`config.mk`:
```
export PLATFORM = sky130hd
export DESIGN_NAME = tccw_fifo
export DESIGN_NICKNAME = d
export VERILOG_FILES = /design/src/sv/tccw_pkg.sv /design/src/sv/tccw_fifo.sv
export SDC_FILE = /design/constraint.sdc
export NUM_CORES = 1
export LEC_CHECK = 0
export BUFFER_PORTS_ARGS = -buffer_cell sky130_fd_sc_hd__buf_2
export CELL_PAD_IN_SITES_DETAIL_PLACEMENT = 1
export CELL_PAD_IN_SITES_GLOBAL_PLACEMENT = 1
export CORE_UTILIZATION = 43
export DETAILED_ROUTE_END_ITERATION = 6
export PLACE_DENSITY_LB_ADDON = 0.25
export SETUP_SLACK_MARGIN = 0.05
export SLEW_MARGIN = 10
export SYNTH_ARGS = -nofsm -noshare
export SYNTH_HDL_FRONTEND = slang
export SYNTH_SLANG_ARGS = --single-unit
```
`constraint.sdc`:
```
create_clock -name clk_i -period 3 [get_ports clk_i]
set_input_delay 0.6 -clock clk_i [delete_from_list [all_inputs] [get_ports clk_i]]
set_output_delay 0.6 -clock clk_i [all_outputs]
set_load 0.02 [all_outputs]
```
`src/sv/tccw_pkg.sv`:
```
`default_nettype none

package tccw_pkg;

  // Field widths of the item payloads
  localparam int OpW       = 2;
  localparam int CharW     = 8;
  localparam int AttrW     = 8;
  localparam int CellW     = 16;
  localparam int RowFieldW = 5;
  localparam int ColFieldW = 7;

  // Operation codes
  localparam logic [OpW-1:0] OpPut   = 2'd0;
  localparam logic [OpW-1:0] OpRead  = 2'd1;
  localparam logic [OpW-1:0] OpClear = 2'd2;

  // Control bytes and blanking
  localparam logic [CharW-1:0] ChNul   = 8'h00;
  localparam logic [CharW-1:0] ChTab   = 8'h09;
  localparam logic [CharW-1:0] ChLf    = 8'h0a;
  localparam logic [CharW-1:0] ChCr    = 8'h0d;
  localparam logic [CharW-1:0] ChBlank = 8'h20;

  localparam logic [AttrW-1:0] ResetAttr = 8'd15;
  localparam int TabStop    = 4;
  localparam int QueueDepth = 2;

  typedef struct packed {
    logic [OpW-1:0]       op;
    logic [CharW-1:0]     char_code;
    logic [RowFieldW-1:0] read_row;
    logic [ColFieldW-1:0] read_col;
  } in_item_t;

  typedef struct packed {
    logic [CellW-1:0]     cell_word;
    logic [RowFieldW-1:0] cursor_row;
    logic [ColFieldW-1:0] cursor_col;
  } out_item_t;

  // Command classes decided by the front end
  typedef enum logic [2:0] {
    CmdIgnore,
    CmdNewline,
    CmdReturn,
    CmdTab,
    CmdPrint,
    CmdRead,
    CmdClear
  } cmd_kind_e;

  typedef struct packed {
    cmd_kind_e            kind;
    logic [CharW-1:0]     char_code;
    logic [RowFieldW-1:0] read_row;
    logic [ColFieldW-1:0] read_col;
    logic                 read_ok;
  } cmd_t;

  typedef enum logic [3:0] {
    StInit,
    StIdle,
    StDispatch,
    StReadWait,
    StScrollCopy,
    StScrollBlank,
    StFill,
    StResult
  } back_state_e;

endpackage

`default_nettype wire

```
`src/sv/tccw_fifo.sv`:
```
`default_nettype none

module tccw_fifo (
  input  wire logic           clk_i,
  input  wire logic           rst_ni,
  input  wire logic           push_i,
  input  wire tccw_pkg::cmd_t cmd_i,
  output logic                full_o,
  input  wire logic           pop_i,
  output logic                valid_o,
  output tccw_pkg::cmd_t      cmd_o
);
  import tccw_pkg::*;

  localparam int PtrW = $clog2(QueueDepth);
  localparam int CntW = $clog2(QueueDepth + 1);

  cmd_t            slot_q [QueueDepth];
  logic [PtrW-1:0] wr_ptr_q, wr_ptr_d, rd_ptr_q, rd_ptr_d;
  logic [CntW-1:0] count_q, count_d;
  logic            do_push, do_pop;

  assign full_o  = (count_q == CntW'(QueueDepth));
  assign valid_o = (count_q != '0);
  assign cmd_o   = slot_q[rd_ptr_q];
  assign do_push = push_i && !full_o;
  assign do_pop  = pop_i && valid_o;

  // Pointer and fill bookkeeping
  always_comb begin
    wr_ptr_d = wr_ptr_q;
    rd_ptr_d = rd_ptr_q;
    count_d  = count_q;
    if (do_push) begin
      wr_ptr_d = (wr_ptr_q == PtrW'(QueueDepth - 1)) ? '0 : wr_ptr_q + 1'b1;
    end
    if (do_pop) begin
      rd_ptr_d = (rd_ptr_q == PtrW'(QueueDepth - 1)) ? '0 : rd_ptr_q + 1'b1;
    end
    if (do_push && !do_pop) begin
      count_d = count_q + 1'b1;
    end else if (do_pop && !do_push) begin
      count_d = count_q - 1'b1;
    end
  end

  always_ff @(posedge clk_i or negedge rst_ni) begin
    if (!rst_ni) begin
      wr_ptr_q <= '0;
      rd_ptr_q <= '0;
      count_q  <= '0;
    end else begin
      wr_ptr_q <= wr_ptr_d;
      rd_ptr_q <= rd_ptr_d;
      count_q  <= count_d;
    end
  end

  // Storage slots
  always_ff @(posedge clk_i) begin
    if (do_push) begin
      slot_q[wr_ptr_q] <= cmd_i;
    end
  end

endmodule

`default_nettype wire

```
Word level (Yosys, flattened, before mapping):

Memory sizes are Yosys's and may differ from the RTL's.
Index checks and enable logic that the tools add are counted.

* add/sub/neg operators: 4
* eq/ne operators: 1
* multiplexer cells: 6
* reductions and logical operators: 9

Operator list (number)
* logical AND 1 bit: 4
* two-way mux 1 bit: 4
* two-way mux 2 bit: 2
* nonzero test 2 bit: 2
* zero test 1 bit: 3
* adder 1 bit, second input constant: 2
* adder 2 x 1 -> 2 bit, second input constant: 1
* == test 2 bit, second input constant: 1
* subtractor 2 x 1 -> 2 bit, second input constant: 1

* register bits after elaboration: 4
* bits in writable memories: 48
* bits of input ports: 28
* output and inout bits: 26
* logic and storage cells: 24
* memories: 1

Memory list
* slot_q: depth 2, width 24, read ports 1, clocked after Yosys merged registers in 0, write ports 1, RTL line tccw_fifo.sv:18 `cmd_t slot_q [QueueDepth];`

Depth between registers and ports, before layout:

Gate-level depths: netlist of the first run.

* depth after elaboration: 7
* mapped depth: 7
* mapped depth without buffers: 7

Worst setup path after synthesis of the first run:

No wires, ideal clock.

* path kind: input to register
* start: in push_i
* end: mem slot_q[0][0] in the netlist's numbering, enable pin
* setup time: 0.405 ns
* arrival time: 1.713 ns
* required time: 2.595 ns
* setup slack: 0.882 ns
* stages on the path: 2
* path buffers: 0
* path through: nand2_1 -> nor2_1

* longest elaborated chain between the ends: 3

RTL lines
* start, declared: RTL line tccw_fifo.sv:6 `input wire logic push_i,`
* logical AND 1 bit: RTL line tccw_fifo.sv:26 `assign do_push = push_i && !full_o;`
* two-way mux 1 bit: RTL line tccw_fifo.sv:61 `if (do_push) begin`
* two-way mux 1 bit (implied by the code): RTL line tccw_fifo.sv:62 `slot_q[wr_ptr_q] <= cmd_i;`
* end, declared: RTL line tccw_fifo.sv:18

Every way passes these cells.

==> metrics.yaml, run 1 <==
clock_network:
  root_buffer: "clkbuf_8"
  post_cts_resized: 0
  cts_tree: "yes"
  cts_max_path_buffers: 2
  cts.clk_slew.worst_paths_ns: 0.08
  htree_levels: 2
  cts_setup_buffers: 0
  clock_latency_ns: 0.30
  cts_sinks: 52
  cts_buffers: 5
  postCtsHoldBufs: 0
floorplan:
  dieWidth_um: 70.8
  rows: 24
  start_util_pct: 45.8
  core_area_mm2: 0.00444
  dieArea_mm2: 0.00501
  die_h_um: 70.8
  pin_count: 54
sta:
  fin_crit_sh_pct: 75.1
  setup_tns_ns: 0
  report.final.slew_viol_count: 0
  setup_viol: 0
  final.min_clock_period_ns: 2.25
  rsz0062_at_grt: "no"
  max_slew.worst_pin.slew_ns: 0.706
  fin_skew_ns: 0.00694
  report.final.hold_viol_count: 0
  max_freq_mhz: 444
  relSlewSlack_pct: 52.9
synthesis:
  synth_fa_ha_area_share_pct: 0.615
  synth-xor-area-share_pct: 2.15
  synth_area_mm2: 0.00203
  syn_nets: 123
  avgSynthCellArea_um2: 21.6
  synth_compound_area_share_pct: 0
  ys_types: 16
  syn_inst: 94
  synth-seq-area-share_pct: 75.8
  ys_ff_latch: 52
  synth_top_family_by_area: "multiplexers"
  synth-simple-area-share_pct: 1.78
  yosysWarnings: 0
  synth_top_cell_by_area: "edfxtp_1"
  synth_mux_area_share_pct: 16.8
  synth.top_cell.area_share_pct: 70.8
  yosys-top-cells-area: "edfxtp_1 (71%), mux2_4 (14%), dfrtp_1 (4.9%)"
global_route:
  track_usage_pct: 14.7
  grt_pass1_wl_um: 5420
  grt_antenna_before_repair: 0
  grt_overflow: 0
  grt_pass1_vias: 1124
  grt_max_degree: 18
critical_path:
  critical_path.max_stage_delay_ns: 0.64
  rr_worst_depth: 4
  critPathRequiredTime_ns: 2.40
  slowest_stage: "dfrtp_1"
  cp_max_fo: 17
  cp.arrival_ns: 1.65
  cp-start-kind: "flop"
  r2r_slack_ns: 1.06
  rr_startpoint: "count_q[0]"
  worstSetupPathType: "flop to primary output"
  setup.worst_path.end_class: "primary output"
  cp_cell_sequence: "buf_12 > mux2_4 > buf_2"
  timing.rr.end: "slot_q[0][2]"
placed_design:
  io_buffers: 53
  gp_congestion: 0.675
  hpwl_um: 2410
route:
  wl_per_cell_um: 16.3
  first_iter_violations: 56
  vias: 989
  vias_per_cell: 4.78
  drc: 0
  final_antenna_net_count: 0
  dr.pass1.iters: 5
  totalWireLength_um: 3380
job:
  maxCapViolCount: 0
pwr:
  ir_drop_mv: 0.573
  p_leak_nw: 1.01
  power_density_mw_per_mm2: 1000
cells_and_area:
  final_nets: 183
  drive_gt1_share_pct: 57.4
  antennaDiodeCount: 0
  area_delta_synth_final_pct: 20.8
  post-route-util_pct: 55.3
status:
  status: "finished, final reports clean"
hold_path:
  hp-class: "input port to async pin"
==> cell usage after synthesis (all sizes together) <==
cell     n
xnor2    3
edfxtp  48
and3     1
or2      1
buf      3
ha       1
inv      2
mux2    24
nand2b   1
xor2     2
nand2    2
nor2     2
dfrtp    4
==> per-stage QoR <==
step / area (um^2) / worst slack, ns / std cells / power, mW / hold slack, ns
6_report: 2460 / 0.747 / 207 / 2.47 / 0.101
5_1_grt: 2460 / 0.655 / 207 / 2.59 / 0.0913
4_1_cts: 2460 / 0.721 / 207 / 2.51 / 0.0922
3_5_place_dp: 2350 / 0.941 / 199 / 2.05 / 0.415
3_3_place_gp: 2350 / 1.03 / 199 / 2.01 / 0.408
2_1_floorplan: 2030 / 0.882 / 94 / 1.82 / 0.304
==> cell families after synthesis <==
group	Yosys count
adder cells (fa/ha/maj)	1
flip-flops	52
XOR/XNOR	5
AND/OR/NAND/NOR	7
multiplexers	24
buffers and inverters	5
==> report_power, final <==
group          leakage [nW]  switching, mW  internal, mW  total, mW
clock network        0.0552          0.211         0.248      0.458
logic                 0.462          0.499         0.428      0.927
registers             0.493         0.0876         0.997       1.08
==> layer usage <==
metal  up-vias  track usage [%]  routed length, um
li1        471                -                  -
met3         7             4.99                189
met1       479             16.7               1410
met5         -                0                  0
met2        32             25.5               1720
met4         0             6.00                 57
==> placed cells by master, fill, tap and decap left out <==
| cell | n |
|---|---|
| and3_1 | 1 |
| buf_12 | 1 |
| buf_2 | 53 |
| buf_4 | 2 |
| bufinv_16 | 1 |
| clkbuf_1 | 1 |
| clkbuf_8 | 5 |
| clkinv_2 | 1 |
| dfrtp_1 | 4 |
| edfxtp_1 | 48 |
| ha_1 | 1 |
| inv_1 | 2 |
| mux2_2 | 5 |
| mux2_4 | 19 |
| nand2_1 | 1 |
| nand2_2 | 1 |
| nand2b_1 | 1 |
| nor2_1 | 1 |
| nor2_2 | 1 |
| or2_1 | 1 |
| xnor2_1 | 3 |
| xor2_1 | 2 |
==> area by class of cell <==
type	instances	area, um^2
Fill cell	430	1990
Multi-Input combinational cell	37	437
Clock inverter	2	35.0
Inverter	2	7.51
Clock buffer	6	72.6
Tap cell	52	65.1
Timing Repair Buffer	56	300
Sequential cell	52	1540
==> worst max-delay path, delay by kind of cell (launching register included) <==
kind	cells	cell delay [ns]
mux	1	0.31
flops	1	0.64
buf+inv	2	0.40
==> worst max path at each step <==
stage,from,endpoint,cells after the start
2_1_floorplan,push_i,slot_q[0][0],2
3_3_place_gp,push_i,slot_q[0][4],4
3_5_place_dp,push_i,slot_q[0][4],4
4_1_cts,rd_ptr_q,cmd_o[0],3
5_1_grt,rd_ptr_q,cmd_o[2],3
6_report,rd_ptr_q,cmd_o[6],3
==> sequential cells by signal (all words and copies together) (netlist names) <==
| signal | flops |
|---|---|
| slot_q | 48 |
| count_q | 2 |
| rd_ptr_q | 1 |
| wr_ptr_q | 1 |
No activity file was read; power rests on OpenSTA's default activity.
==> run 2: changes to the inputs <==
--- a/config.mk
+++ b/config.mk
@@ -5,10 +5,11 @@
 export SDC_FILE = /design/constraint.sdc
 export NUM_CORES = 1
 export LEC_CHECK = 0
+export ABC_AREA = 1
 export BUFFER_PORTS_ARGS = -buffer_cell sky130_fd_sc_hd__buf_2
 export CELL_PAD_IN_SITES_DETAIL_PLACEMENT = 1
 export CELL_PAD_IN_SITES_GLOBAL_PLACEMENT = 1
-export CORE_UTILIZATION = 43
+export CORE_UTILIZATION = 38
 export DETAILED_ROUTE_END_ITERATION = 6
 export PLACE_DENSITY_LB_ADDON = 0.25
 export SETUP_SLACK_MARGIN = 0.05
==> constraint.sdc (replaced) <==
create_clock -name clk_i -period 1.96 [get_ports clk_i]
set_input_delay 0.392 -clock clk_i [delete_from_list [all_inputs] [get_ports clk_i]]
set_output_delay 0.392 -clock clk_i [all_outputs]
set_load 0.02 [all_outputs]
==> metrics.yaml, run 2 <==
critical_path:
  cp-start-kind: "flop"
  cp.arrival_ns: 1.39
  cp_num_buf_inv: 2
  critPathRequiredTime_ns: 1.57
  startpoint: "rd_ptr_q"
  worstSetupPathType: "flop to primary output"
  cp_cell_sequence: "clkinv_8 > nand2_1 > nand2_1 > buf_2"
  slowest_stage: "dfrtp_2"
  cp_max_fo: 25
  cp_top_family: "flip-flops"
  crit_path_frequent_cell: "nand2_1"
  rr_startpoint: "count_q[1]"
  critical_path.max_stage_delay_ns: 0.49
  setup.worst_path.end_class: "primary output"
  r2r_slack_ns: 0.41
synthesis:
  synthTopCellsByCount: "edfxtp_1 (48), nand2_1 (40), nand2_2 (23)"
  yosysWarnings: 0
  synth_top_cell_by_area: "edfxtp_1"
  ys_types: 19
  syn_nets: 186
  ys_ff_latch: 52
  avgSynthCellArea_um2: 14.2
  synth-seq-area-share_pct: 69.2
  syn_inst: 157
  postSynth.asyncResetShare_pct: 7.69
  ys.flop_type: "edfxtp_1"
  synth_edf_count: 48
  synth.top_cell.area_share_pct: 64.7
  synth_area_mm2: 0.00223
  synth_most_common_cell: "edfxtp_1"
  yosys-top-cells-area: "edfxtp_1 (65%), nand2_4 (10%), nand2_1 (6.7%)"
placed_design:
  dp.cells: 283
  placed_area_mm2: 0.00256
  gp_congestion: 0.796
  hpwl_um: 2950
  io_buffers: 53
global_route:
  use_met3_pct: 4.07
  grt_pass1_wl_um: 6350
  gr-usage-met1_pct: 18.7
  grt_antenna_before_repair: 0
  met2_usage_pct: 21.9
  grt_overflow: 0
  grt_busiest_layer: "met2"
  track_usage_pct: 13.9
  grt_pass1_vias: 1327
  grt_max_degree: 26
clock_network:
  cts_setup_buffers: 0
  htree_levels: 2
  cts_sinks: 52
  clock_latency_ns: 0.31
  cts_max_path_buffers: 2
  cts_tree: "yes"
  root_buffer: "clkbuf_8"
  cts_buffers: 5
  cts.clk_slew.worst_paths_ns: 0.09
pwr:
  p_leak_nw: 1.19
  p_clk_share_pct: 15.6
  intPower_mw: 2.38
  power_frac_comb_pct: 43.0
  power_density_mw_per_mm2: 1510
  p_sw_mw: 1.68
  ir_drop_mv: 0.697
  switching_share_pct: 41.3
  p_seq_share_pct: 41.4
cells_and_area:
  reg_top3: "slot_q (48), count_q (2)"
  mostFrequentLayoutCells: "buf_2 (53), edfxtp_1 (48), nand2_1 (40)"
  stdcell_count: 292
  largest-register: "slot_q"
  largest_reg_flops: 48
  area_delta_synth_final_pct: 20.2
  final_common_cell: "buf_2"
  final_cell_area_mm2: 0.00268
  antennaDiodeCount: 0
  drive_gt1_share_pct: 52.7
  final_nets: 248
sta:
  fin_crit_sh_pct: 91.0
  setup_tns_ns: 0
  fin_skew_ns: 0.0107
  holdWs_ns: 0.265
  report.final.slew_viol_count: 0
  report.final.hold_viol_count: 0
  setup_viol: 0
  max_freq_mhz: 561
  relSlewSlack_pct: 74.2
  final.min_clock_period_ns: 1.78
  max_slew.worst_pin.slew_ns: 0.387
  rsz0062_at_grt: "no"
floorplan:
  dieArea_mm2: 0.00617
  dieWidth_um: 78.6
  core_area_mm2: 0.00557
  rows: 27
  pin_count: 54
  start_util_pct: 40.0
  die_h_um: 78.6
route:
  final_antenna_net_count: 0
  dr.pass1.iters: 4
  totalWireLength_um: 4000
  first_iter_violations: 72
  vias: 1308
  wl_per_cell_um: 13.7
  vias_per_cell: 4.48
  drc: 0
job:
  maxCapViolCount: 0
hold_path:
  hold_start: "cmd_i[1]"
  hp-class: "input port to flop"
status:
  status: "finished, final reports clean"
## run 2: cell count changes in the layout (fill, tap and decap cells not counted), sizes merged, moves of 2 or more
cell,before,now
buf,56,59
xor2,2,0
xnor2,3,1
inv,2,7
nand3,0,2
clkinv,1,3
mux2,24,0
nand2,2,83
## run 2: through the flow
| step | utilization (%) | setup slack [ns] | total power [mW] |
|---|---|---|---|
| 5_1_grt | 48.0 | 0.0652 | 4.30 |
| 3_5_place_dp | 46.0 | 0.375 | 3.48 |
| 6_report | 48.0 | 0.176 | 4.05 |
| 2_1_floorplan | - | 0.347 | 3.04 |
| 3_3_place_gp | 46.0 | 0.405 | 3.45 |
| 4_1_cts | 47.9 | 0.107 | 4.11 |
## run 2: final timing paths
path                                 end  cells after the start
max                             cmd_o[8]                      4
min                         slot_q[0][1]                      1
max reg2reg                slot_q[1][16]                      4
min reg2reg                     wr_ptr_q                      2
max in group asynchronous       rd_ptr_q                      2
min in group asynchronous     count_q[0]                      2
## run 2: kinds of logic (layout without fill, tap and decap cells)
family	Yosys count	count (layout)	synth area share [%]
compound gates	1	1	0.224
simple gates	89	89	25.0
flops	52	52	69.2
buf+inv	13	76	4.66
xor+xnor	1	1	0.393
fa+ha+maj	1	1	0.561
## run 2: power groups by stage
stage | Combinational (mW) | Clock [mW] | Sequential [mW]
2_1_floorplan | 1.39 | 0 | 1.66
3_3_place_gp | 1.76 | 0 | 1.69
3_5_place_dp | 1.78 | 0 | 1.70
4_1_cts | 1.79 | 0.640 | 1.68
5_1_grt | 1.91 | 0.685 | 1.71
6_report | 1.74 | 0.632 | 1.68
## run 2: layout make-up
type	count	area, um^2
Fill cell	603	2900
Sequential cell	52	1540
Multi-Input combinational cell	92	586
Timing Repair Buffer	60	324
Tap cell	72	90.1
Clock buffer	6	82.6
Inverter	8	42.5
Clock inverter	2	10.0
## run 2: metal layers
layer / routed length, um / part of all wire [%]
met3: 169 / 4.2
met2: 1910 / 48
met4: 44 / 1.1
met5: 0 / 0
met1: 1870 / 47
## run 2: what timing repair did
item / CTS / global route
pin swaps: 0 / 0
setup endpoints to repair: 14 / 4
hold buffers: 1 / 0
endpoints found under the hold margin: 4 / 0
resized for setup: 1 / 2
