File: src/sv/tccw_pkg.sv
`default_nettype none

package tccw_pkg;

  // Field widths of the item payloads
  localparam int OpW       = 2;
  localparam int CharW     = 8;
  localparam int AttrW     = 8;
  localparam int CellW     = 16;
  localparam int RowFieldW = 5;
  localparam int ColFieldW = 7;

  // Operation codes
  localparam logic [OpW-1:0] OpPut   = 2'd0;
  localparam logic [OpW-1:0] OpRead  = 2'd1;
  localparam logic [OpW-1:0] OpClear = 2'd2;

  // Control bytes and blanking
  localparam logic [CharW-1:0] ChNul   = 8'h00;
  localparam logic [CharW-1:0] ChTab   = 8'h09;
  localparam logic [CharW-1:0] ChLf    = 8'h0a;
  localparam logic [CharW-1:0] ChCr    = 8'h0d;
  localparam logic [CharW-1:0] ChBlank = 8'h20;

  localparam logic [AttrW-1:0] ResetAttr = 8'd15;
  localparam int TabStop    = 4;
  localparam int QueueDepth = 2;

  typedef struct packed {
    logic [OpW-1:0]       op;
    logic [CharW-1:0]     char_code;
    logic [RowFieldW-1:0] read_row;
    logic [ColFieldW-1:0] read_col;
  } in_item_t;

  typedef struct packed {
    logic [CellW-1:0]     cell_word;
    logic [RowFieldW-1:0] cursor_row;
    logic [ColFieldW-1:0] cursor_col;
  } out_item_t;

  // Command classes decided by the front end
  typedef enum logic [2:0] {
    CmdIgnore,
    CmdNewline,
    CmdReturn,
    CmdTab,
    CmdPrint,
    CmdRead,
    CmdClear
  } cmd_kind_e;

  typedef struct packed {
    cmd_kind_e            kind;
    logic [CharW-1:0]     char_code;
    logic [RowFieldW-1:0] read_row;
    logic [ColFieldW-1:0] read_col;
    logic                 read_ok;
  } cmd_t;

  typedef enum logic [3:0] {
    StInit,
    StIdle,
    StDispatch,
    StReadWait,
    StScrollCopy,
    StScrollBlank,
    StFill,
    StResult
  } back_state_e;

endpackage

`default_nettype wire

File: src/sv/tccw_front.sv
`default_nettype none

module tccw_front #(
  parameter int COLS = 80,
  parameter int ROWS = 25
) (
  input  wire logic              in_valid_i,
  output logic                   in_stall_o,
  input  wire tccw_pkg::in_item_t in_item_i,
  input  wire logic              q_full_i,
  output logic                   q_push_o,
  output tccw_pkg::cmd_t         q_cmd_o
);
  import tccw_pkg::*;

  // Take an item whenever the queue has room
  assign in_stall_o = q_full_i;
  assign q_push_o   = in_valid_i && !q_full_i;

  // Classify the item into a command for the back end
  always_comb begin
    q_cmd_o.char_code = in_item_i.char_code;
    q_cmd_o.read_row  = in_item_i.read_row;
    q_cmd_o.read_col  = in_item_i.read_col;
    q_cmd_o.read_ok   = (in_item_i.read_row < ROWS) && (in_item_i.read_col < COLS);
    case (in_item_i.op)
      OpPut: begin
        case (in_item_i.char_code)
          ChNul:   q_cmd_o.kind = CmdIgnore;
          ChLf:    q_cmd_o.kind = CmdNewline;
          ChCr:    q_cmd_o.kind = CmdReturn;
          ChTab:   q_cmd_o.kind = CmdTab;
          default: q_cmd_o.kind = CmdPrint;
        endcase
      end
      OpRead:  q_cmd_o.kind = CmdRead;
      OpClear: q_cmd_o.kind = CmdClear;
      default: q_cmd_o.kind = CmdIgnore;
    endcase
  end

endmodule

`default_nettype wire

File: config.mk
export PLATFORM = sky130hd
export DESIGN_NAME = tccw_front
export DESIGN_NICKNAME = d
export VERILOG_FILES = /design/src/sv/tccw_pkg.sv /design/src/sv/tccw_front.sv
export SDC_FILE = /design/constraint.sdc
export NUM_CORES = 1
export LEC_CHECK = 0
export BUFFER_PORTS_ARGS = -buffer_cell sky130_fd_sc_hd__buf_2
export CORE_AREA = 8 8 45 47
export DETAILED_ROUTE_END_ITERATION = 8
export DIE_AREA = 0 0 53 55
export GPL_TIMING_DRIVEN = 1
export MAX_ROUTING_LAYER = met4
export PLACE_DENSITY = 0.71
export SYNTH_ARGS = -nofsm -noshare
export SYNTH_HDL_FRONTEND = slang
export SYNTH_SLANG_ARGS = --single-unit
File: constraint.sdc
create_clock -name vclk -period 1.3
set_input_delay 0.13 -clock vclk [all_inputs]
set_output_delay 0.13 -clock vclk [all_outputs]
set_load 0.02 [all_outputs]
* Word-level counts from Yosys, hierarchy flattened
Cells that the tools add are included.
Operators by class: muxes and demuxes 2, magnitude comparators 2, reductions and logical operators 5, equal/unequal tests 5
Operators with widths (count):
- 8-bit by 4-bit equality test with 1-bit output, second input constant | 3
- 3-bit case mux with 4 select lines | 1
- 3-bit case mux with 3 select lines | 1
- 8-bit logical NOT | 1
- 7-bit < comparator, second input constant | 1
- 5-bit < comparator, second input constant | 1
- 2-bit by 1-bit equality test with 1-bit output, second input constant | 1
- 2-bit equality test, second input constant | 1
- 1-bit logical AND | 2
- 2-bit logical NOT | 1
- 1-bit logical NOT | 1
Word-level totals: input port bits 24, flip-flop bits (word level) 0, output and inout bits 26, word-level logic and storage cells 14

* Logic depth before layout (Yosys ltp)
Gate-level depths: netlist of the first run.
word-level depth 3, depth in mapped cells 5

* Worst setup path after synthesis of the first run
No wires, ideal clock.
kind input-to-output, from input port in_item_i[17] in the netlist's numbering, to output port q_cmd_o[21] in the netlist's numbering, arrival 1.253 ns, path slack -0.083 ns, stages on the path 3, buffers on the path 0, cells stage by stage or4_4 -> or2_1 -> o22ai_1
RTL lines:
- from (decl) | line tccw_front.sv:9 | input wire tccw_pkg::in_item_t in_item_i,
- to (decl) | line tccw_front.sv:12 | output tccw_pkg::cmd_t q_cmd_o

==> out/metrics.yaml, run 1 <==
run_status:
  status: "finished with violations"
  failed_checks: "setup timing"
drt:
  drt-initial-drc-count: 6
  drc: 0
  antenna_left: 0
  drt-total-wl_um: 1016
  via_per_inst: 4.329
  post_drt_wl_per_cell_um: 12.39
  vias: 355
  drt_first_pass_iters: 2
layout:
  nNetsFinal: 94
  multi_input_area_um2: 161.4
  final_layout_size_suffix_gt1_share_pct: 69.70
  final_core_util_pct: 30.47
  seq_area_um2: 0
  fin_cells: 82
  syn_to_final_growth_pct: 33.73
  nClkBuffers: 0
  diodes: 0
  design.seq.count: 0
  fill_cells: 161
  final_area_um2: 421.7
timing:
  fmax_mhz: 728.0
  grt_setup_unrepaired: "true"
  setup_tns_ns: -0.1311
  layout_min_cycle_time_ns: 1.374
  min_period_over_period_pct: 105.7
  setup-violations-final: 2
  whs_ns: 0.2600
  drv_slew: 0
  layout_setup_ws_ns: -0.07360
  hold_viol: 0
  slew_headroom_pct: 80.70
  tightest_slew_ns: 0.2859
grt:
  grt_max_degree: 7
  antenna_found_initial: 0
  grt_pass1_wl_um: 1455
  globalRouteTotalUtil_pct: 6.120
  gr-total-overflow: 0
  grt_pass1_vias: 351
place:
  dp_cells: 82
  port_buffers: 42
  dpl.hpwl_um: 915.6
  dp_slack_ns: -0.1654
  place_area_um2: 387.9
  gp_congestion: 0.6862
worst_setup_path:
  worstPathArrival_ns: 1.24
  endpoint: "q_cmd_o[21]"
  cp_max_fo: 2
  cp-start-kind: "input pin"
  crit_start: "in_item_i[18]"
  crit_required_ns: 1.17
  endpoint_kind: "primary output"
  critical_path_class: "in -> out"
die:
  core_area_um2: 1384
  rows: 14
  initial_core_util_pct: 22.78
  die_y_um: 55
  die_w_um: 53
  ios: 50
  fp.dieArea_um2: 2915
cts:
  ctsHoldBuffers: 0
  cts_setup_buffers: 0
synthesis:
  synth.distinct_cells: 15
  synthTopCellsByCount: "buf_4, inv_1, nand2_1, o22ai_1"
  synth_warnings: 0
  synth_fp_nets: 71
  yosysSeqAreaShare_pct: 0
  synth_area_per_cell_um2: 7.007
  synth.area.top_cells: "buf_4, ha_1, o22ai_1"
  postSynthCellCount: 45
  synth.most_common_cell: "buf_4"
  yosys.area.top_type_share_pct: 50.00
  synth_top_area_cell: "buf_4"
  netlist_area_um2: 315.3
power:
  seqPwrFrac_pct: 0
  p_leak_nw: 0.2335
  power.density_nw_per_um2: 409.2
  p_comb_share_pct: 100.0
  total_power_mw: 0.1725
  p_int_mw: 0.07201
  p_clk_share_pct: 0
  netSwitchingFraction_pct: 58.26
  switchingPower_mw: 0.1005
  vdd_drop_max_mv: 0.1290
run:
  drv_cap: 0
worst_hold_path:
  hold_path_class: "in -> out"
-- placed cells by master (no fill, tap or decap) --
cell type,n
and2_1,1
ha_1,2
buf_6,3
a21oi_1,2
or3_1,2
nand2_1,3
or4_4,1
o22ai_1,1
inv_1,3
nand3b_1,1
or2_4,1
o22ai_2,2
buf_2,39
xnor2_1,1
nor2b_1,1
o311ai_0,2
o21ai_0,1
-- worst max-delay path, stage by stage --
cell	delay, ns
buf_6	0.09
or4_4	0.52
or2_4	0.25
o22ai_2	0.11
buf_6	0.14
-- final cells by class --
type / instances / area share, %
inverters: 3 / 2.671
repair buffers: 42 / 54.30
multi-input cells: 21 / 38.28
well taps: 16 / 4.748
-- timing repair --
| item | CTS | global route |
|---|---|---|
| pin swaps | 4 | 0 |
| endpoints found under the setup margin | 3 | 3 |
| resized for setup | 3 | 5 |
-- logic make-up (layout without fill, tap and decap cells) --
family	Yosys count	after routing	share of synthesized area (%)
compound gates	8	8	16.27
xor+xnor	1	1	2.778
fa+ha+maj	2	2	7.935
buf+inv	24	45	53.57
simple gates	10	10	19.45
-- worst min path at each step --
| stage | slack (ns) | endpoint | start | cells past startpoint |
|---|---|---|---|---|
| 2_1_floorplan | 0.34 | q_push_o | q_full_i | 1 |
| 3_3_place_gp | 0.26 | q_cmd_o[2] | in_item_i[1] | 0 |
| 3_5_place_dp | 0.26 | q_cmd_o[2] | in_item_i[1] | 0 |
| 4_1_cts | 0.26 | q_cmd_o[2] | in_item_i[1] | 0 |
| 5_1_grt | 0.26 | q_cmd_o[4] | in_item_i[3] | 0 |
| 6_report | 0.26 | q_cmd_o[2] | in_item_i[1] | 0 |
-- power groups by stage --
stage	registers, mW	logic (mW)	clock network, mW
after floorplan	0	0.137	0
after global placement	0	0.162	0
after detailed placement	0	0.164	0
after CTS	0	0.168	0
after global routing	0	0.187	0
final	0	0.173	0
-- layer usage --
| layer | wire, um | GRT usage [%] | vias to the layer above |
|---|---|---|---|
| li1 | - | - | 174 |
| met2 | 346 | 9.180 | 38 |
| met4 | 0 | 0 | 0 |
| met3 | 224 | 1.604 | 0 |
| met1 | 445 | 8.446 | 143 |
| met5 | 0 | - | - |
Note: power is estimated with default switching activity, not from simulation.
==> inputs of run 2 (changes only) <==
--- a/config.mk
+++ b/config.mk
@@ -5,13 +5,14 @@
 export SDC_FILE = /design/constraint.sdc
 export NUM_CORES = 1
 export LEC_CHECK = 0
+export ABC_AREA = 1
 export BUFFER_PORTS_ARGS = -buffer_cell sky130_fd_sc_hd__buf_2
 export CORE_AREA = 8 8 45 47
 export DETAILED_ROUTE_END_ITERATION = 8
 export DIE_AREA = 0 0 53 55
 export GPL_TIMING_DRIVEN = 1
 export MAX_ROUTING_LAYER = met4
-export PLACE_DENSITY = 0.71
+export PLACE_DENSITY = 0.75
 export SYNTH_ARGS = -nofsm -noshare
 export SYNTH_HDL_FRONTEND = slang
 export SYNTH_SLANG_ARGS = --single-unit
==> run 2 against run 1 <==
  * The flow now finishes without violations
  * Combinational power fell by 3%
  * Cell count increased by 16%
  * Largest cell class unchanged
  * Hold slack hardly changed
  * Setup slack better by 0.26 ns
  * Routed wire length shrank 2.4%
  * Cell area up 4.2%
  * Synthesized cell count grew 29%
  * Via count grew 10%
==> out/metrics.yaml, run 2 <==
drt:
  drt_first_pass_iters: 1  # -1
  antenna_left: 0  # unchanged
  post_drt_wl_per_cell_um: 10.44  # -16%
  vias: 391  # +10%
  drt-initial-drc-count: 0  # -6
  drc: 0  # unchanged
  drt-total-wl_um: 992  # -2.4%
  via_per_inst: 4.116  # -4.9%
layout:
  layout_commonest_cell: "buf_2"
  nClkBuffers: 0  # unchanged
  layout_common_cells: "buf_2, inv_1, nand2_1"
  fin_cells: 95  # +16%
  final_area_um2: 439.2  # +4.2%
  diodes: 0  # unchanged
  seq_area_um2: 0  # unchanged
  syn_to_final_growth_pct: 19.80
  final_layout_size_suffix_gt1_share_pct: 68.35  # -1.3 points
  nNetsFinal: 107  # +14%
  design.seq.count: 0  # unchanged
die:
  rows: 14  # unchanged
  die_w_um: 53  # unchanged
  initial_core_util_pct: 26.49  # +3.7 points
  fp.dieArea_um2: 2915  # unchanged
  ios: 50  # unchanged
  die_y_um: 55  # unchanged
  core_area_um2: 1384  # unchanged
synthesis:
  synth_area_per_cell_um2: 6.321  # -9.8%
  synth.most_common_cell: "buf_4"
  synth.area.top_cells: "buf_4, nor2_2, inv_1"
  synth_top_area_cell: "buf_4"
  yosys.area.top_type_share_pct: 43.00  # -7.0 points
  synth.distinct_cells: 17  # +2
  synth_warnings: 0  # unchanged
  synthTopCellsByCount: "buf_4, inv_1, nand2_1, nor2_2, nor2_1"
  yosysSeqAreaShare_pct: 0  # unchanged
  netlist_area_um2: 366.6  # +16%
  synth_fp_nets: 84  # +18%
  postSynthCellCount: 58  # +29%
place:
  dp_cells: 95  # +16%
  port_buffers: 42  # unchanged
  gp_congestion: 0.7204  # +5.0%
  place_area_um2: 439.2  # +13%
  dpl.hpwl_um: 972.1  # +6.2%
worst_setup_path:
  crit_path_max_incr_delay_ns: 0.18  # -0.34 ns
  crit_path_cell_trace: "buf_2, inv_1, ha_1, inv_1, nor2_1, nand2_1, a21oi_2, buf_2"
  crit_required_ns: 1.17  # about the same
  worstPathArrival_ns: 0.98  # -0.26 ns
  critical_path_class: "in -> out"
  crit_family: "buffers and inverters"
  worst-path-buf-inv: 4  # +2
  cp-start-kind: "input pin"
  crit_slowest_cell: "ha_1"
  cp_max_fo: 4  # +2
  endpoint_kind: "primary output"
timing:
  slew_headroom_pct: 89.63  # +8.9 points
  setup_tns_ns: 0  # +0.1311 ns
  min_period_over_period_pct: 85.62  # -20 points
  whs_ns: 0.2600  # -0.00003500 ns
  layout_min_cycle_time_ns: 1.113  # -0.2605 ns
  hold_viol: 0  # unchanged
  drv_slew: 0  # unchanged
  setup-violations-final: 0  # -2
  fmax_mhz: 898.4  # +23%
  grt_setup_unrepaired: "false"
  tightest_slew_ns: 0.1539  # -0.1320 ns
cts:
  ctsHoldBuffers: 0  # unchanged
  cts_resized: 0  # -3
  cts_setup_buffers: 0  # unchanged
power:
  total_power_mw: 0.1673  # -3.1%
  power.density_nw_per_um2: 380.8  # -6.9%
  p_leak_nw: 0.2673  # +14%
  vdd_drop_max_mv: 0.08956  # -31%
grt:
  grt_use_met3_pct: 1.337  # -0.27 points
  grt_pass1_wl_um: 1366  # -6.1%
  gr-total-overflow: 0  # unchanged
  grt_pass1_vias: 364  # +3.7%
  globalRouteTotalUtil_pct: 5.839  # -0.28 points
  use_met1_pct: 4.827  # -3.6 points
  grt_max_degree: 5  # -2
  met2_usage_pct: 12.70  # +3.5 points
  grt_busiest_layer: "met2"
  antenna_found_initial: 0  # unchanged
run_status:
  status: "finished clean"
run:
  drv_cap: 0  # unchanged
worst_hold_path:
  hold_path_class: "in -> out"
==> run 2: changes by cell type after synthesis, moves of 2 or more <==
cell and delta:
o311ai_0 -2, a21oi_2 +2, nor2_1 +4, a21oi_1 -2
nor2_2 +5, nand2_1 +4, o22ai_1 -3, inv_1 +4
or3_1 -2
==> run 2: logic make-up after synthesis <==
| group | count (synthesis) | synth area share (%) |
|---|---|---|
| AOI/OAI and AO/OA | 6 | 11.94 |
| adders and majority gates | 2 | 6.825 |
| buffers and inverters | 29 | 51.19 |
| and+or+nand+nor | 21 | 30.03 |
==> run 2: stage by stage <==
step	setup WS (ns)	util, %
after floorplan	0.3873	-
after global placement	0.2217	31.74
after detailed placement	0.1676	31.74
after CTS	0.1689	31.74
after global routing	0.08029	31.74
final	0.1869	31.74
==> run 2: final cells by class <==
type	instances	area [um^2]
repair buffers	42	210.2
inverters	8	30.03
well taps	16	20.02
fillers	167	944.7
multi-input cells	29	178.9
==> run 2: worst paths after layout <==
path / start / end / depth (start not counted)
max: in_item_i[20] / q_cmd_o[23] / 8
min: in_item_i[1] / q_cmd_o[2] / 0
==> run 2: where the power goes <==
part	total, mW	internal, mW	leakage (nW)	switching (mW)
combinational	0.167	0.0637	0.267	0.104
sequential	0	0	0	0
clock	0	0	0	0
total	0.167	0.0637	0.267	0.104
==> run 2: per-layer routing <==
metal / up-vias / part of all wire (%)
li1: 198 / -
met1: 163 / 26
met2: 28 / 48
met3: 2 / 25
met4: 0 / 0.40
met5: - / 0
==> inputs of run 3 (changes only) <==
--- a/config.mk
+++ b/config.mk
@@ -7,12 +7,15 @@
 export LEC_CHECK = 0
 export ABC_AREA = 1
 export BUFFER_PORTS_ARGS = -buffer_cell sky130_fd_sc_hd__buf_2
-export CORE_AREA = 8 8 45 47
+export CELL_PAD_IN_SITES_DETAIL_PLACEMENT = 0
+export CELL_PAD_IN_SITES_GLOBAL_PLACEMENT = 1
+export CORE_ASPECT_RATIO = 0.75
+export CORE_MARGIN = 8
+export CORE_UTILIZATION = 19
 export DETAILED_ROUTE_END_ITERATION = 8
-export DIE_AREA = 0 0 53 55
 export GPL_TIMING_DRIVEN = 1
 export MAX_ROUTING_LAYER = met4
-export PLACE_DENSITY = 0.75
+export PLACE_DENSITY = 0.87
 export SYNTH_ARGS = -nofsm -noshare
 export SYNTH_HDL_FRONTEND = slang
 export SYNTH_SLANG_ARGS = --single-unit
==> run 3 against run 2 <==
  * Sequential cell count did not move
  * Fmax fell by 1.8%
  * Critical path depth did not move
  * Via count fell by 1.8%
  * Cell area rose by 1.7%
  * Sequential share of layout area did not move
  * Global-route usage fell by 0.36 points
  * Non-clock buffer count did not move
==> out/metrics.yaml, run 3 (same netlist as run 2, synthesis figures left out) <==
run_status:
  status: "finished clean"
grt:
  grt_max_degree: 5  # unchanged
  globalRouteTotalUtil_pct: 5.477  # -0.36 points
  grt_pass1_vias: 399  # +9.6%
  grt_pass1_wl_um: 1621  # +19%
  gr-total-overflow: 0  # unchanged
  antenna_found_initial: 0  # unchanged
layout:
  nClkBuffers: 0  # unchanged
  design.seq.count: 0  # unchanged
  layout_common_cells: "buf_2, inv_1, nand2_1"
  final_layout_size_suffix_gt1_share_pct: 68.35  # unchanged
  nNetsFinal: 107  # unchanged
  final_area_um2: 446.7  # +1.7%
  diodes: 0  # unchanged
  syn_to_final_growth_pct: 21.84
  seq_area_um2: 0  # unchanged
  layout_commonest_cell: "buf_2"
timing:
  slew_headroom_pct: 89.81  # +0.17 points
  grt_setup_unrepaired: "false"
  hold_viol: 0  # unchanged
  setup_tns_ns: 0  # unchanged
  drv_slew: 0  # unchanged
  fmax_mhz: 882.6  # -1.8%
  whs_ns: 0.2600  # unchanged
  min_period_over_period_pct: 87.15  # +1.5 points
  tightest_slew_ns: 0.1513  # -0.002592 ns
  layout_min_cycle_time_ns: 1.133  # +0.01988 ns
  setup-violations-final: 0  # unchanged
worst_setup_path:
  cp-start-kind: "input pin"
  cp_max_fo: 4  # unchanged
  critical_path_class: "in -> out"
  crit_required_ns: 1.17  # about the same
  worstPathArrival_ns: 1.00  # +0.02 ns
  endpoint_kind: "primary output"
power:
  power.density_nw_per_um2: 376.8  # -1.1%
  p_leak_nw: 0.2673  # unchanged
  vdd_drop_max_mv: 0.1662  # +86%
run:
  drv_cap: 0  # unchanged
drt:
  drt_first_pass_iters: 1  # unchanged
  drt-initial-drc-count: 0  # unchanged
  drt-total-wl_um: 1057  # +6.6%
  via_per_inst: 3.802  # -7.6%
  drc: 0  # unchanged
  vias: 384  # -1.8%
  post_drt_wl_per_cell_um: 10.47  # +0.22%
  antenna_left: 0  # unchanged
die:
  die_w_um: 66.72  # +26%
  die_y_um: 54.04  # -1.7%
  fp.dieArea_um2: 3606  # +24%
  rows: 13  # -1
  ios: 50  # unchanged
  initial_core_util_pct: 20.68  # -5.8 points
  core_area_um2: 1773  # +28%
place:
  gp_congestion: 0.6510  # -9.6%
  dpl.hpwl_um: 1022  # +5.1%
  port_buffers: 42  # unchanged
  place_area_um2: 446.7  # +1.7%
cts:
  cts_setup_buffers: 0  # unchanged
  cts_resized: 0  # unchanged
  ctsHoldBuffers: 0  # unchanged
worst_hold_path:
  hold_path_class: "in -> out"
run 3: cell counts in the layout (fill, tap and decap cells not counted):
No cell type changed its count.
run 3: final cells by class:
class | instances | area (um^2)
inverter | 8 | 30.03
timing repair buffer | 42 | 210.2
tap | 22 | 27.53
fill | 205 | 1326
multi-input combinational | 29 | 178.9
run 3: layer usage:
| layer | global-route usage, % | share of wire, % |
|---|---|---|
| met5 | - | 0 |
| met4 | 0 | 0 |
| met2 | 14.26 | 70 |
| met1 | 3.806 | 25 |
| met3 | 0.2070 | 4.8 |
run 3: report_power, final:
group	internal [mW]	leakage [nW]	switching (mW)	total, mW
Sequential	0	0	0	0
Clock	0	0	0	0
Combinational	0.0638	0.267	0.105	0.168
run 3: worst paths after layout:
kind,from,end,slack [ns],cells past startpoint
hold / removal,in_item_i[1],q_cmd_o[2],0.26,0
setup / recovery,in_item_i[20],q_cmd_o[23],0.17,8
run 3: stage by stage:
step                power (mW)  util, %  worst slack [ns]  std cells
finish                  0.1683    25.19            0.1670        101
global route            0.1835    25.19           0.03786        101
CTS                     0.1713    25.19            0.1606        101
detailed placement      0.1711    25.19            0.1590        101
global placement        0.1671    25.19            0.2162        101
floorplan               0.1439        -            0.3873         58
run 3: critical path: stages:
cell     delay [ns]
buf_2          0.12
inv_1          0.07
ha_1           0.19
inv_1          0.05
nor2_1         0.09
nand2_1        0.07
a21oi_2        0.11
buf_2          0.17
